<file path="config.mk">
export PLATFORM = sky130hd
export DESIGN_NAME = scs_isqrt
export DESIGN_NICKNAME = d
export VERILOG_FILES = /design/src/rtl/core/scs_isqrt.sv
export SDC_FILE = /design/constraint.sdc
export NUM_CORES = 2
export LEC_CHECK = 0
export BUFFER_PORTS_ARGS = -buffer_cell sky130_fd_sc_hd__buf_2
export CAP_MARGIN = 40
export CORE_MARGIN = 3
export CORE_UTILIZATION = 40
export CTS_CLUSTER_SIZE = 28
export DETAILED_ROUTE_END_ITERATION = 10
export SYNTH_ARGS = -nofsm -noshare
export SYNTH_HDL_FRONTEND = slang
export SYNTH_SLANG_ARGS = --single-unit
</file>
<file path="constraint.sdc">
create_clock -name clk -period 10.7 [get_ports clk]
set_clock_uncertainty 0.1 [all_clocks]
set_input_delay 2.14 -clock clk [delete_from_list [all_inputs] [get_ports clk]]
set_output_delay 2.14 -clock clk [all_outputs]
set_load 0.02 [all_outputs]
</file>
<file path="src/rtl/core/scs_isqrt.sv">
// Pipelined integer square root of (1 - y*y), one result bit per stage.
// Depends on nothing; carries a sideband word alongside the data.
`default_nettype none
module scs_isqrt #(
  parameter int COORD_WIDTH = 16,
  parameter int SB_W        = 48
) (
  input  wire logic                          clk,
  input  wire logic                          rst_n,
  input  wire logic                          en,
  input  wire logic                          in_valid,
  input  wire logic signed [COORD_WIDTH-1:0] y,
  input  wire logic [SB_W-1:0]               sb_in,
  output logic                               out_valid,
  output logic [COORD_WIDTH-1:0]             root,
  output logic [SB_W-1:0]                    sb_out
);
  localparam int N_W  = 2 * (COORD_WIDTH - 1) + 1;
  localparam int ST   = COORD_WIDTH + 2;
  localparam logic [N_W-1:0] ONE_SQ = N_W'(1) << (2 * (COORD_WIDTH - 1));

  logic [N_W-1:0]  n_r    [0:COORD_WIDTH];
  logic [N_W-1:0]  root_r [0:COORD_WIDTH];
  logic [N_W-1:0]  ysq_r;
  logic [SB_W-1:0] sb_r   [0:ST-1];
  logic [ST-1:0]   vld_r;

  // Stage 0 squares y at full product width; stage 1 forms the radicand.
  always_ff @(posedge clk) begin
    if (en) begin
      ysq_r     <= N_W'($unsigned((2*COORD_WIDTH)'(y) * (2*COORD_WIDTH)'(y)));
      sb_r[0]   <= sb_in;
      n_r[0]    <= ONE_SQ - ysq_r;
      root_r[0] <= '0;
      sb_r[1]   <= sb_r[0];
    end
  end

  for (genvar i = 0; i < COORD_WIDTH; i++) begin : g_step
    localparam logic [N_W-1:0] BIT = N_W'(1) << (2 * (COORD_WIDTH - 1 - i));
    logic [N_W-1:0] trial;
    assign trial = root_r[i] + BIT;
    always_ff @(posedge clk) begin
      if (en) begin
        if (n_r[i] >= trial) begin
          n_r[i+1]    <= n_r[i] - trial;
          root_r[i+1] <= (root_r[i] >> 1) + BIT;
        end else begin
          n_r[i+1]    <= n_r[i];
          root_r[i+1] <= root_r[i] >> 1;
        end
        sb_r[i+2] <= sb_r[i+1];
      end
    end
  end

  always_ff @(posedge clk) begin
    if (!rst_n) begin
      vld_r <= '0;
    end else if (en) begin
      vld_r <= {vld_r[ST-2:0], in_valid};
    end
  end

  assign out_valid = vld_r[ST-1];
  assign root      = root_r[COORD_WIDTH][COORD_WIDTH-1:0];
  assign sb_out    = sb_r[ST-1];
endmodule
`default_nettype wire

</file>
# [Word level (Yosys, flattened, before mapping)]
# Memories as Yosys holds them, arrays and structs flattened.
# Index checks and enable logic that the tools add are counted.
[word_totals] mem_count=3 wordCells=233 mem_bits_rw=1918 reg_bits=49 input_bits=68
[mem_list] name="sb_r" depth=18 width=48 rd=18 rd_ports_with_merged_regs=0 write_ports=18 line="25" rtl="logic [SB_W-1:0] sb_r [0:ST-1];"
[mem_list] name="n_r" depth=17 width=31 rd=16 rd_ports_with_merged_regs=0 write_ports=17 line="22" rtl="logic [N_W-1:0] n_r [0:COORD_WIDTH];"
[mem_list] name="root_r" depth=17 width=31 rd=17 rd_ports_with_merged_regs=0 write_ports=17 line="23" rtl="logic [N_W-1:0] root_r [0:COORD_WIDTH];"
[op_classes] mux=130 addsub=49 order_cmp=16 bitwise_logic=32 mul=1
[ops] op="$mux W31" count=32
[ops] op="$ge A31 B31 Y1" count=16
[ops] op="$sub A31 B31 Y31" count=16
[ops] op="$mux W1" count=98
[ops] op="$or A1 B1 Y1" count=32
[ops] op="$add A30 B1 Y31 const B" count=1
[ops] op="$add A30 B11 Y31 const B" count=1
[ops] op="$add A30 B13 Y31 const B" count=1
[ops] op="$add A30 B15 Y31 const B" count=1
[ops] op="$add A30 B17 Y31 const B" count=1
[ops] op="$add A30 B19 Y31 const B" count=1
[ops] op="$add A30 B21 Y31 const B" count=1
[ops] op="$add A30 B23 Y31 const B" count=1
[ops] op="$add A30 B25 Y31 const B" count=1
[ops] op="$add A30 B27 Y31 const B" count=1
[ops] op="$add A30 B29 Y31 const B" count=1
[ops] op="$add A30 B3 Y31 const B" count=1
[ops] op="$add A30 B31 Y31 const B" count=1
[ops] op="$add A30 B5 Y31 const B" count=1
[ops] op="$add A30 B7 Y31 const B" count=1
[ops] op="$add A30 B9 Y31 const B" count=1
[ops] op="$add A31 B1 Y31 const B" count=1
[ops] op="$add A31 B11 Y31 const B" count=1
[ops] op="$add A31 B13 Y31 const B" count=1
[ops] op="other kinds (15)" count=15

# [Depth between registers and ports, before layout]
[logic_depth] ltp_word=6 depth_mapped=25 mapped_depth_nobuf=24

# [Worst setup path after synthesis]
# OpenSTA, ideal clock, no wires.
[synth_timing] path_kind="input to register" start="in y[1]" end="reg ysq_r[30] (data pin)" arrival_ns=8.218 setup_slack_ns=2.122 stages=22 path_buffers=2 setup_ns=0.260 cell_sequence="clkbuf_1 -> clkbuf_1 -> nand2_1 -> fa_1 -> fa_1 -> fa_1 -> inv_1 -> fa_1 -> fa_1 -> inv_1 -> fa_1 -> inv_1 -> ha_1 -> and3_1 -> and3_1 -> o311ai_0 -> a21oi_1 -> a2111oi_4 -> nor4_1 -> a2111oi_0 -> a21oi_1 -> xnor2_1"
[synth_between] elab_chain_cells=1
[synth_lines] item="start, declared" line="12" rtl="input wire logic signed [COORD_WIDTH-1:0] y,"
[synth_lines] item="$mul A16 B16 Y31" line="31" rtl="ysq_r <= N_W'($unsigned((2*COORD_WIDTH)'(y) * (2*COORD_WIDTH)'(y)));"
[synth_lines] item="end signal, assigned" line="31"
[synth_lines] item="end, declared" line="24" rtl="logic [N_W-1:0] ysq_r;"
# Every way passes these cells.
# A chain may end at the register's enable or synchronous reset.

# [Final worst setup path]
[layout_timing] start="in y[5]" end="reg ysq_r[30] (data pin)"
# The elaborated chain is that of the path after synthesis.

==> metrics <==
run status finished clean; CP max FO 19; Final Cycle Share 77.4%; clock buffer count from CTS between 150 and 200; first-pass GRT wire length 168000 µm; Max Freq approximately 0.12 GHz; dominant synthesized flop cell edfxtp_1; power per cell area roughly 260 mW/mm²; Max VDD drop about 0.30 mV; Die Width roughly 410 µm; Die Y-Extent approximately 410 µm; vias in the first global route 32.1k; syn_area_per_cell roughly 16 µm²; starting DRC count in detailed routing 1785; Final Worst Setup Slack 2.42 ns; kind of critical path in -> reg; # diodes 0; crit path DAT between 8 and 9 ns; CP Capture Type register; post-route core utilization 45.8%; fin cells 6704; cell area after synthesis 0.0652 mm²; Area after DPL 0.0687 mm²; GRT Total Usage roughly an eighth; CP peak stage delay 0.69 ns; pin count of the biggest net entering global routing roughly 190; post-synth net total approximately 4.7k; top cells by area, synth edfxtp_1 (70%), fa_1 (7.1%), ha_1 (4.5%); Tot Pwr 19.1 mW; Max-Cap Viols 0; Die Area ~0.17 mm²; Final Hold Fails 0; Cell Rows about 150; Fin Setup TNS 0 ns; Slew HR between 30% and 40%; Mapped Cells 4169; post-synth top area share just under 70%; Synthesis Warnings 0; Area Growth Syn to Fin 13.3%; IO Pins roughly 130; pre-CTS setup slack around 1.6 ns; Synth Register Bits 1528; # resized after CTS 0; CP cell instances buf_2, and2_1, inv_1, fa_1, inv_1, fa_1, inv_1, fa_1, inv_1, fa_1, fa_1, inv_1, fa_1, inv_1, ha_1, and2_1, a31oi_1, a21oi_1, a2111oi_4, nor4_1, a2111oi_0, a21oi_1, xnor2_1; cell area after layout 0.0738 mm²; Core Box Area about 0.16 mm²; Antenna Nets Post-Route 0; post-synthesis sequential area ratio about 70%; Max Buffers Root-to-Sink 3; share of cells above drive strength 1 under 10%; DRC viols 0; Min-Delay Path Class reg -> reg; CTS sink cnt about 1.5k; final hold slack ~0.30 ns; area leader, netlist edfxtp_1; WP depth 23; worst skew pair latency around 0.8 ns; RSZ-0062 raised after global routing no; WHS Path Cells 0; final global-route overflow total 0; number of distinct library cells after synthesis 77; number of nets in the layout 4951; via density per instance ~4.7; Slew Limit Fails 0; routed len/inst roughly 16 µm; HPWL after detailed placement approximately 73000 µm; CP bufs+invs 7; Max H-tree Level 4; IO buf count around 130; Initial Util around 40%; Reg2Reg Depth 13; number of synthesized flops with an enable pin approximately 1.5k; Pleak roughly 28 nW; Final setup viols 0; GPL Wtd Cong 0.884; worst slew pin tran approximately 0.98 ns; DR vias roughly 31k; DRT Wirelength between 100000 and 150000 µm; Tmin final 8.28 ns; TritonCTS clock tree built; root buf cell clkbuf_16; r2r setup slk 6.94 ns; clock slew at reported path FFs around 0.05 ns; post-CTS setup buffer count 0; DRT Pass-1 Iters 8; initial antenna violation count 3; ys async rst share 0%; CP Launch Type input port; crit path max-delay cell type a2111oi_0; required time of the critical path 11.11 ns; delay-heaviest family, CP adder cells; Placed Cells 6421; cts hold-fix bufs 0
[per-layer routing]
layer	vias up	GRT usage, %	part of all wire, %
met5	-	0	0
met1	15100	14.9	42
met3	194	2.36	3.7
met2	515	22.1	51
li1	15500	-	-
met4	0	5.41	3.7
[synth_stat cells (13+ instances only)]
master,number
nand4_1,25
o21a_1,40
nand2b_1,35
nand3_1,35
fa_1,230
nor2b_1,49
dfxtp_1,18
o21ai_0,134
edfxtp_1,1510
clkbuf_1,67
nor2_1,152
a21oi_1,110
ha_1,233
nor3_1,73
and2_1,43
nand2_1,233
nor4_1,67
nor4b_1,13
a21o_1,66
or4_1,14
inv_1,538
xnor2_1,140
or3_1,21
o31ai_1,15
mux2i_1,20
xor2_1,104
[path summary, 6_finish.rpt]
path,from,endpoint
max,y[5],ysq_r[30]
min,sb_r[11][4],sb_r[12][4]
max reg2reg,root_r[8][16],n_r[9][30]
min reg2reg,sb_r[11][4],sb_r[12][4]
[kinds of logic after synthesis]
family / Yosys count / synth area share, %
AOI/OAI and AO/OA: 462 / 4.49
xor gates and xnor gates: 244 / 3.28
adders and majority gates: 463 / 11.5
buffers and inverters: 612 / 3.53
DFF: 1528 / 70.1
muxes: 30 / 0.480
and+or+nand+nor: 830 / 6.56
[where the power goes]
| part | switching [mW] | internal (mW) |
|---|---|---|
| clock | 2.26 | 3.00 |
| combinational | 3.33 | 2.59 |
| sequential | 0.297 | 7.58 |
[placed cells by master (no fill, tap or decap), types with 14 or more instances in the layout]
cell type and instances:
nand3_1 35, xnor2_1 140, mux2i_1 20, nand4_1 25, or4_1 14, dfxtp_1 18, o31ai_1 15, clkinv_2 28
ha_1 233, nor4_1 67, or3_1 21, xor2_1 104, clkinv_1 34, nor2b_1 49, nand2b_1 35, clkbuf_16 158
nor3_1 73, buf_4 20, a21o_1 66, clkbuf_1 28, nand2_1 233, nor2_1 152, buf_2 131, a21oi_1 110
o21ai_0 134, edfxtp_1 1510, and2_1 43, fa_1 230, o21a_1 40, inv_1 538
[sequential cells by signal, summed over array words and instances, names as in the netlist]
register,cells
vld_r,18
sb_r,864
n_r,480
root_r,136
ysq_r,30
[cell type report]
cell class	instances	area (µm²)
clock buffer	186	4060
sequential	1528	45700
fill	14000	87500
timing repair buffer	163	1080
tap	2160	2700
clock inverter	97	1070
multi-input combinational	2029	17200
inverter	541	2030
No activity file was read; power rests on OpenSTA's default activity.
