## config.mk

```make
export PLATFORM = sky130hd
export DESIGN_NAME = scs_cell
export DESIGN_NICKNAME = d
export VERILOG_FILES = /design/src/rtl/core/scs_pkg.sv /design/src/rtl/core/scs_cell.sv
export SDC_FILE = /design/constraint.sdc
export NUM_CORES = 2
export LEC_CHECK = 0
export BUFFER_PORTS_ARGS = -buffer_cell sky130_fd_sc_hd__buf_2
export CAP_MARGIN = 10
export CORE_MARGIN = 3
export CORE_UTILIZATION = 44
export CTS_CLUSTER_DIAMETER = 100
export DETAILED_ROUTE_END_ITERATION = 10
export GPL_TIMING_DRIVEN = 0
export HOLD_SLACK_MARGIN = 0.1
export PLACE_DENSITY_LB_ADDON = 0.3
export SLEW_MARGIN = 20
export SYNTH_ARGS = -nofsm -noshare
export SYNTH_HDL_FRONTEND = slang
export SYNTH_SLANG_ARGS = --single-unit
```

## constraint.sdc

```tcl
create_clock -name clk -period 6.3 [get_ports clk]
set_clock_uncertainty 0.1 [all_clocks]
set_input_delay 0.315 -clock clk [delete_from_list [all_inputs] [get_ports clk]]
set_output_delay 0.315 -clock clk [all_outputs]
set_load 0.02 [all_outputs]
```

## src/rtl/core/scs_pkg.sv

```systemverilog
// Shared types, constants and the arctangent table of the checkerboard sky shader.
// No dependencies; imported by scs_cordic, scs_cell, the top level and the testbench.
`default_nettype none
package scs_pkg;

  // Internal CORDIC coordinate width: 32-bit scaled inputs plus gain and sign headroom.
  localparam int CORD_W     = 35;
  // Angle width: signed Q.30 radians, covering +/- 8 radians.
  localparam int ANG_W      = 34;
  // Product of an angle and the unsigned Q8.8 grid scale.
  localparam int PROD_W     = ANG_W + 17;
  // A cell index is the product shifted right by this many bits.
  localparam int CELL_SHIFT = 38;

  localparam logic signed [ANG_W-1:0] HALF_PI_Q30 = ANG_W'(64'sd1686629713);

  // Configuration port.
  localparam int CFG_IDX_W  = 2;
  localparam int CFG_DATA_W = 16;

  typedef enum logic [CFG_IDX_W-1:0] {
    REG_GRID_SCALE  = 2'd0,
    REG_LIGHT_LEVEL = 2'd1,
    REG_DARK_LEVEL  = 2'd2
  } cfg_reg_t;

  // atan(2^-i) in Q.30 radians, rounded to nearest.
  function automatic logic signed [ANG_W-1:0] atan_entry(input logic [4:0] idx);
    logic [31:0] v;
    case (idx)
      5'd0:  v = 32'd843314857;
      5'd1:  v = 32'd497837829;
      5'd2:  v = 32'd263043837;
      5'd3:  v = 32'd133525159;
      5'd4:  v = 32'd67021687;
      5'd5:  v = 32'd33543516;
      5'd6:  v = 32'd16775851;
      5'd7:  v = 32'd8388437;
      5'd8:  v = 32'd4194283;
      5'd9:  v = 32'd2097149;
      5'd31: v = 32'd0;
      default: v = 32'd1 << (5'd30 - idx);
    endcase
    return $signed({{(ANG_W-32){1'b0}}, v});
  endfunction

endpackage
`default_nettype wire

```

## src/rtl/core/scs_cell.sv

```systemverilog
// Scales both angles by the grid factor, takes cell parity and picks the shade.
// Depends on scs_pkg; its last register is the block's output register.
`default_nettype none
module scs_cell
  import scs_pkg::*;
(
  input  wire logic                    clk,
  input  wire logic                    rst_n,
  input  wire logic                    en,
  input  wire logic                    in_valid,
  input  wire logic signed [ANG_W-1:0] lon,
  input  wire logic signed [ANG_W-1:0] lat,
  input  wire logic [15:0]             grid_scale,
  input  wire logic [7:0]              light_level,
  input  wire logic [7:0]              dark_level,
  output logic                         out_valid,
  output logic [7:0]                   shade,
  output logic                         is_light
);
  logic signed [PROD_W-1:0] plon_r, plat_r;
  logic                     pvld_r, ovld_r;
  logic [7:0]               shade_r;
  logic                     light_r;
  logic signed [16:0]       scale_s;
  logic                     light_nxt;

  assign scale_s = $signed({1'b0, grid_scale});

  // The low bit of floor(p / 2^38) is bit 38 of p; the sum's parity is the XOR.
  assign light_nxt = !(plon_r[CELL_SHIFT] ^ plat_r[CELL_SHIFT]);

  always_ff @(posedge clk) begin
    if (en) begin
      plon_r  <= PROD_W'(lon) * PROD_W'(scale_s);
      plat_r  <= PROD_W'(lat) * PROD_W'(scale_s);
      light_r <= light_nxt;
      shade_r <= light_nxt ? light_level : dark_level;
    end
  end

  always_ff @(posedge clk) begin
    if (!rst_n) begin
      pvld_r <= 1'b0;
      ovld_r <= 1'b0;
    end else if (en) begin
      pvld_r <= in_valid;
      ovld_r <= pvld_r;
    end
  end

  assign out_valid = ovld_r;
  assign shade     = shade_r;
  assign is_light  = light_r;
endmodule
`default_nettype wire

```

## Yosys cells after proc, flatten, opt, wreduce, memory -nomap -nowiden

Cells that the tools add are included.

- Multipliers: 2
- Muxes and demuxes: 1
- Bitwise gates (word level): 1
- Reductions and logical operators: 1

Operators by type and width:

| operator | number |
|---|---|
| multiplier 34 x 17 -> 39 bit | 2 |
| two-way mux 8 bit | 1 |
| zero test 1 bit | 1 |
| XOR 1 bit | 1 |

- Bits in registers: 89
- Bits of input ports: 104
- Word-level logic and storage cells: 11

## Longest topological paths before layout

- Depth after elaboration: 2
- Depth in mapped cells: 23
- Mapped depth without buffers: 21

## Least setup slack after synthesis

OpenSTA, ideal clock, no wires.

- Path type: input port to flip-flop
- Start point: input port grid_scale[2]
- End point: register plat_r[38] (data pin)
- Arrival: 5.537 ns
- Slack: 0.402 ns
- Stages: 21
- Path buffers: 3
- Path through: clkbuf_1 clkbuf_1 clkbuf_1 nand2_1 fa_1 fa_1 fa_1 inv_1 fa_1 fa_1 inv_1 fa_1 inv_1 ha_1 a21o_1 a21o_1 a211o_1 o211ai_1 a21oi_1 nor4_2 xnor2_1

- Cells in the longest elaborated chain, start to end: 1

RTL lines:

| element | line | RTL |
|---|---|---|
| from (decl) | scs_cell.sv:13 | `input wire logic [15:0] grid_scale,` |
| multiplier 34 x 17 -> 39 bit | scs_cell.sv:35 | `plat_r <= PROD_W'(lat) * PROD_W'(scale_s);` |
| to (signal assigned) | scs_cell.sv:35 |  |
| to (decl) | scs_cell.sv:20 | `logic signed [PROD_W-1:0] plon_r, plat_r;` |

Every way passes these cells.
A chain may end at the register's enable or synchronous reset.

## Final worst setup path

- Start point: input port grid_scale[14]
- End point: register plat_r[38] (data pin)

The elaborated chain is that of the path after synthesis.

==> flow_metrics.tcl <==
set metrics [dict create \
    routedWlPerCell_um 21.0 \
    finalSetupViolations 0 \
    detailedRoute.firstPassIterationCount 6 \
    worstPathMaxFanout 10 \
    synthToLayoutAreaGrowth_pct 7.84 \
    clk_pin_slew_worst_paths_ns 0.04 \
    drv.max_cap_violation_count 0 \
    critical_path.reg2reg.startpoint "plat_r[38]" \
    layout.area.seq_um2 370 \
    cts_inserted_buffers 3 \
    synth_seq_cells 13 \
    regToRegSetupSlack_ns 4.46 \
    drt-total-wl_um 86200 \
    layout.nets 4357 \
    min-delay-start "rst_n" \
    synth_area_um2 28400 \
    critical_path.cell_chain "buf_2 > clkbuf_4 > clkbuf_2 > and2_1 > ha_1 > fa_1 > inv_1 > fa_1 > fa_1 > fa_1 > inv_1 > fa_1 > ha_1 > nand4_1 > nor4_4 > nand4_1 > a21oi_4 > nor4_4 > xnor2_2" \
    max-slew-margin-rel_pct 32.4 \
    timing_worst_setup_path_type "input pin to register" \
    clk_latency_ns 0.23 \
    ys_warns 0 \
    tightest_slew_ns 1.01 \
    ir_drop_uv 651 \
    clk_path_buf_depth 2 \
    synth-edff-count 11 \
    rr_worst_depth 2 \
    dominantRegCellSynth "sky130_fd_sc_hd__edfxtp_1" \
    route.detailed.drc 0 \
    tritoncts "yes" \
    grt_antenna_before_repair 9 \
    hold_buffers 0 \
    clockRootBuffer "sky130_fd_sc_hd__clkbuf_16" \
    largest_net_degree_at_the_start_of_global_routing 17 \
    place_congestion 0.956 \
    fmax_ghz 0.162 \
    global_route.overflow_total 0 \
    share_of_synthesized_area_occupied_by_flip_flops_and_latches_pct 1.31 \
    worst_setup_path_startpoint "grid_scale[14]" \
    grt.total_usage_pct 26.4 \
    crit_arrival_ns 6.04 \
    timing.final.hold_violations 0 \
    detail_route.vias_per_cell 5.18 \
    via_count 21300 \
    highest_count_cells_in_the_layout_ignoring_fill_and_taps "sky130_fd_sc_hd__inv_1 (843), sky130_fd_sc_hd__fa_1 (798), sky130_fd_sc_hd__nand2_1 (627)" \
    result_of_the_run "finished, final reports clean" \
    post-route-worst-setup-slack_ns 0.117 \
    syn-instance-count 3159 \
    starting_density_pct 44.7 \
    ant_nets 0 \
    total_core_area_um2 63400 \
    timing.critical_path.from_type "input pin" \
    timing_max_transition_violations_final 0 \
    ratio_of_cells_with_drive_above_1_in_the_final_layout_pct 7.97 \
    maximum_level_of_the_cts_h_tree 1 \
    final_critical_path_time_including_i_o_delays_and_setup_ns 6.18 \
    powerDensity_nw_per_um2 439 \
    synth.distinct_cells 38 \
    critPathCaptureType "register" \
    pre_cts_slack_ns -2.12 \
    crit_path_required_time_ns 6.16 \
    finalCritPeriodShare_pct 98.1 \
    grt_pass1_vias 23000 \
    synthesis.nets 4251 \
    dpl.hpwl_um 72300 \
    min_delay_worst_endpoint "pvld_r" \
    syn_avg_cell_area_um2 8.98 \
    timing.critical_path.mode_cell "sky130_fd_sc_hd__fa_1" \
    critical_path.n_buffers_inverters 5 \
    clock-sinks 13 \
    floorplan.die_area_um2 67600 \
    die_x_um 260 \
    leakage_nw 16.0 \
    io-pin-count 114 \
    layout.cells.most_common "sky130_fd_sc_hd__inv_1" \
    asyncSetResetFlopFracSynth_pct 0 \
    fill_cell_count 6102 \
    drt_iter0_markers 1580 \
    placement_rows 92 \
    crit_path_top_delay_cell "sky130_fd_sc_hd__fa_1" \
    hold_depth 2 \
    hp-class "input pin to register" \
    grt_pass1_wl_um 134000 \
    critPathTopFamily "adder cells" \
    slowest_delay_ns 0.54 \
    fp.dieH_um 260 \
    r2r_end "shade[7]" \
    port-buffer-count 98 \
    design_power_total_mw 13.4 \
    multiInputGateArea_um2 24200 \
]
-- synth_stat cells, types with 2 or more instances --
cell type | n | area (µm²)
sky130_fd_sc_hd__clkbuf_1 | 158 | 593
sky130_fd_sc_hd__dfxtp_1 | 2 | 40.0
sky130_fd_sc_hd__o21a_1 | 2 | 15.0
sky130_fd_sc_hd__mux2i_1 | 2 | 20.0
sky130_fd_sc_hd__o211ai_1 | 3 | 22.5
sky130_fd_sc_hd__buf_6 | 2 | 22.5
sky130_fd_sc_hd__a21o_1 | 21 | 158
sky130_fd_sc_hd__buf_4 | 3 | 22.5
sky130_fd_sc_hd__a21oi_1 | 22 | 110
sky130_fd_sc_hd__xnor2_1 | 45 | 394
sky130_fd_sc_hd__and3_1 | 3 | 18.8
sky130_fd_sc_hd__nand4_1 | 16 | 100
sky130_fd_sc_hd__xnor2_2 | 3 | 48.8
sky130_fd_sc_hd__ha_1 | 188 | 2350
sky130_fd_sc_hd__and2_1 | 346 | 2160
sky130_fd_sc_hd__nand2_2 | 4 | 25.0
sky130_fd_sc_hd__buf_2 | 8 | 40.0
sky130_fd_sc_hd__edfxtp_1 | 11 | 330
sky130_fd_sc_hd__nor2b_1 | 3 | 18.8
sky130_fd_sc_hd__nor2_1 | 7 | 26.3
sky130_fd_sc_hd__nand2_1 | 627 | 2350
sky130_fd_sc_hd__fa_1 | 800 | 16000
sky130_fd_sc_hd__inv_1 | 843 | 3160
sky130_fd_sc_hd__and4_1 | 2 | 17.5
sky130_fd_sc_hd__xor2_1 | 11 | 96.3
sky130_fd_sc_hd__mux2_2 | 8 | 90.1
sky130_fd_sc_hd__o21ai_0 | 8 | 40.0
-- cell type report --
cell class / count / area share (%)
Multi-Input combinational cell: 2131 / 79.2
Inverter: 843 / 10.3
Buffer: 164 / 3.58
Timing Repair Buffer: 109 / 1.90
Sequential cell: 13 / 1.21
Tap cell: 846 / 3.46
Clock buffer: 4 / 0.258
Antenna cell: 4 / 0.0327
-- layer usage --
metal | up-vias | global-route usage (%) | wire [µm]
met4 | 6 | 9.78 | 3830
met5 | - | 0 | 36
met3 | 232 | 6.82 | 8770
met1 | 11000 | 33.7 | 33000
li1 | 9030 | - | -
met2 | 1004 | 43.5 | 40600
-- state kept, by name, indices dropped and copies added, names as in the netlist --
signal     cells
is_light       1
out_valid      1
plat_r         1
plon_r         1
pvld_r         1
shade          8
-- through the flow --
stage                     cell area [µm²]  hold slack [ns]  TNS [ns]  instances  util, %
after floorplan                     28400            0.327         0       3159        -
after global placement              29900            0.400     -3.42       4103     47.2
after detailed placement            29900            0.414     -3.43       4103     47.2
after CTS                           30300            0.202         0       4104     47.8
after global routing                30600            0.238  -0.00751       4111     48.2
final                               30600            0.199         0       4114     48.2
-- cell families (layout without fill, tap and decap cells) --
group                    count (synthesis)  count (layout)  share of synthesized area (%)
buffers and inverters                 1015            1120                           13.6
AND/OR/NAND/NOR                       1013            1013                           16.8
adder cells (fa/ha/maj)                988             988                           64.7
AO/OA/AOI/OAI                           61              61                           1.35
XOR/XNOR                                59              59                           1.90
flip-flops                              13              13                           1.31
multiplexers                            10              10                          0.388
other                                    0               4                              0
-- how the worst max path moves through the flow --
stage,endpoint,slack [ns],cells after the start
6_report,plat_r[38],0.12,19
5_1_grt,plat_r[38],-0.008,21
4_1_cts,plat_r[38],0.004,21
3_5_place_dp,plat_r[38],-2.12,22
3_3_place_gp,plat_r[38],-2.12,22
2_1_floorplan,plat_r[38],0.40,21
-- repair_timing --
action                                  in CTS  in global routing
cloned                                       0                  0
resized for setup                          134                166
endpoints found under the setup margin       2                  2
hold endpoints to repair                     0                  0
setup buffers                                2                  9
pin swaps                                    3                 10
-- report_power, final --
group	leakage, nW	total (mW)	switching (mW)	internal [mW]
logic	15.9	13.1	7.24	5.87
clock network	0.0382	0.117	0.0322	0.0851
registers	0.124	0.194	0.00684	0.187
total	16.0	13.4	7.28	6.15
Power figures use the tool's default switching activity.
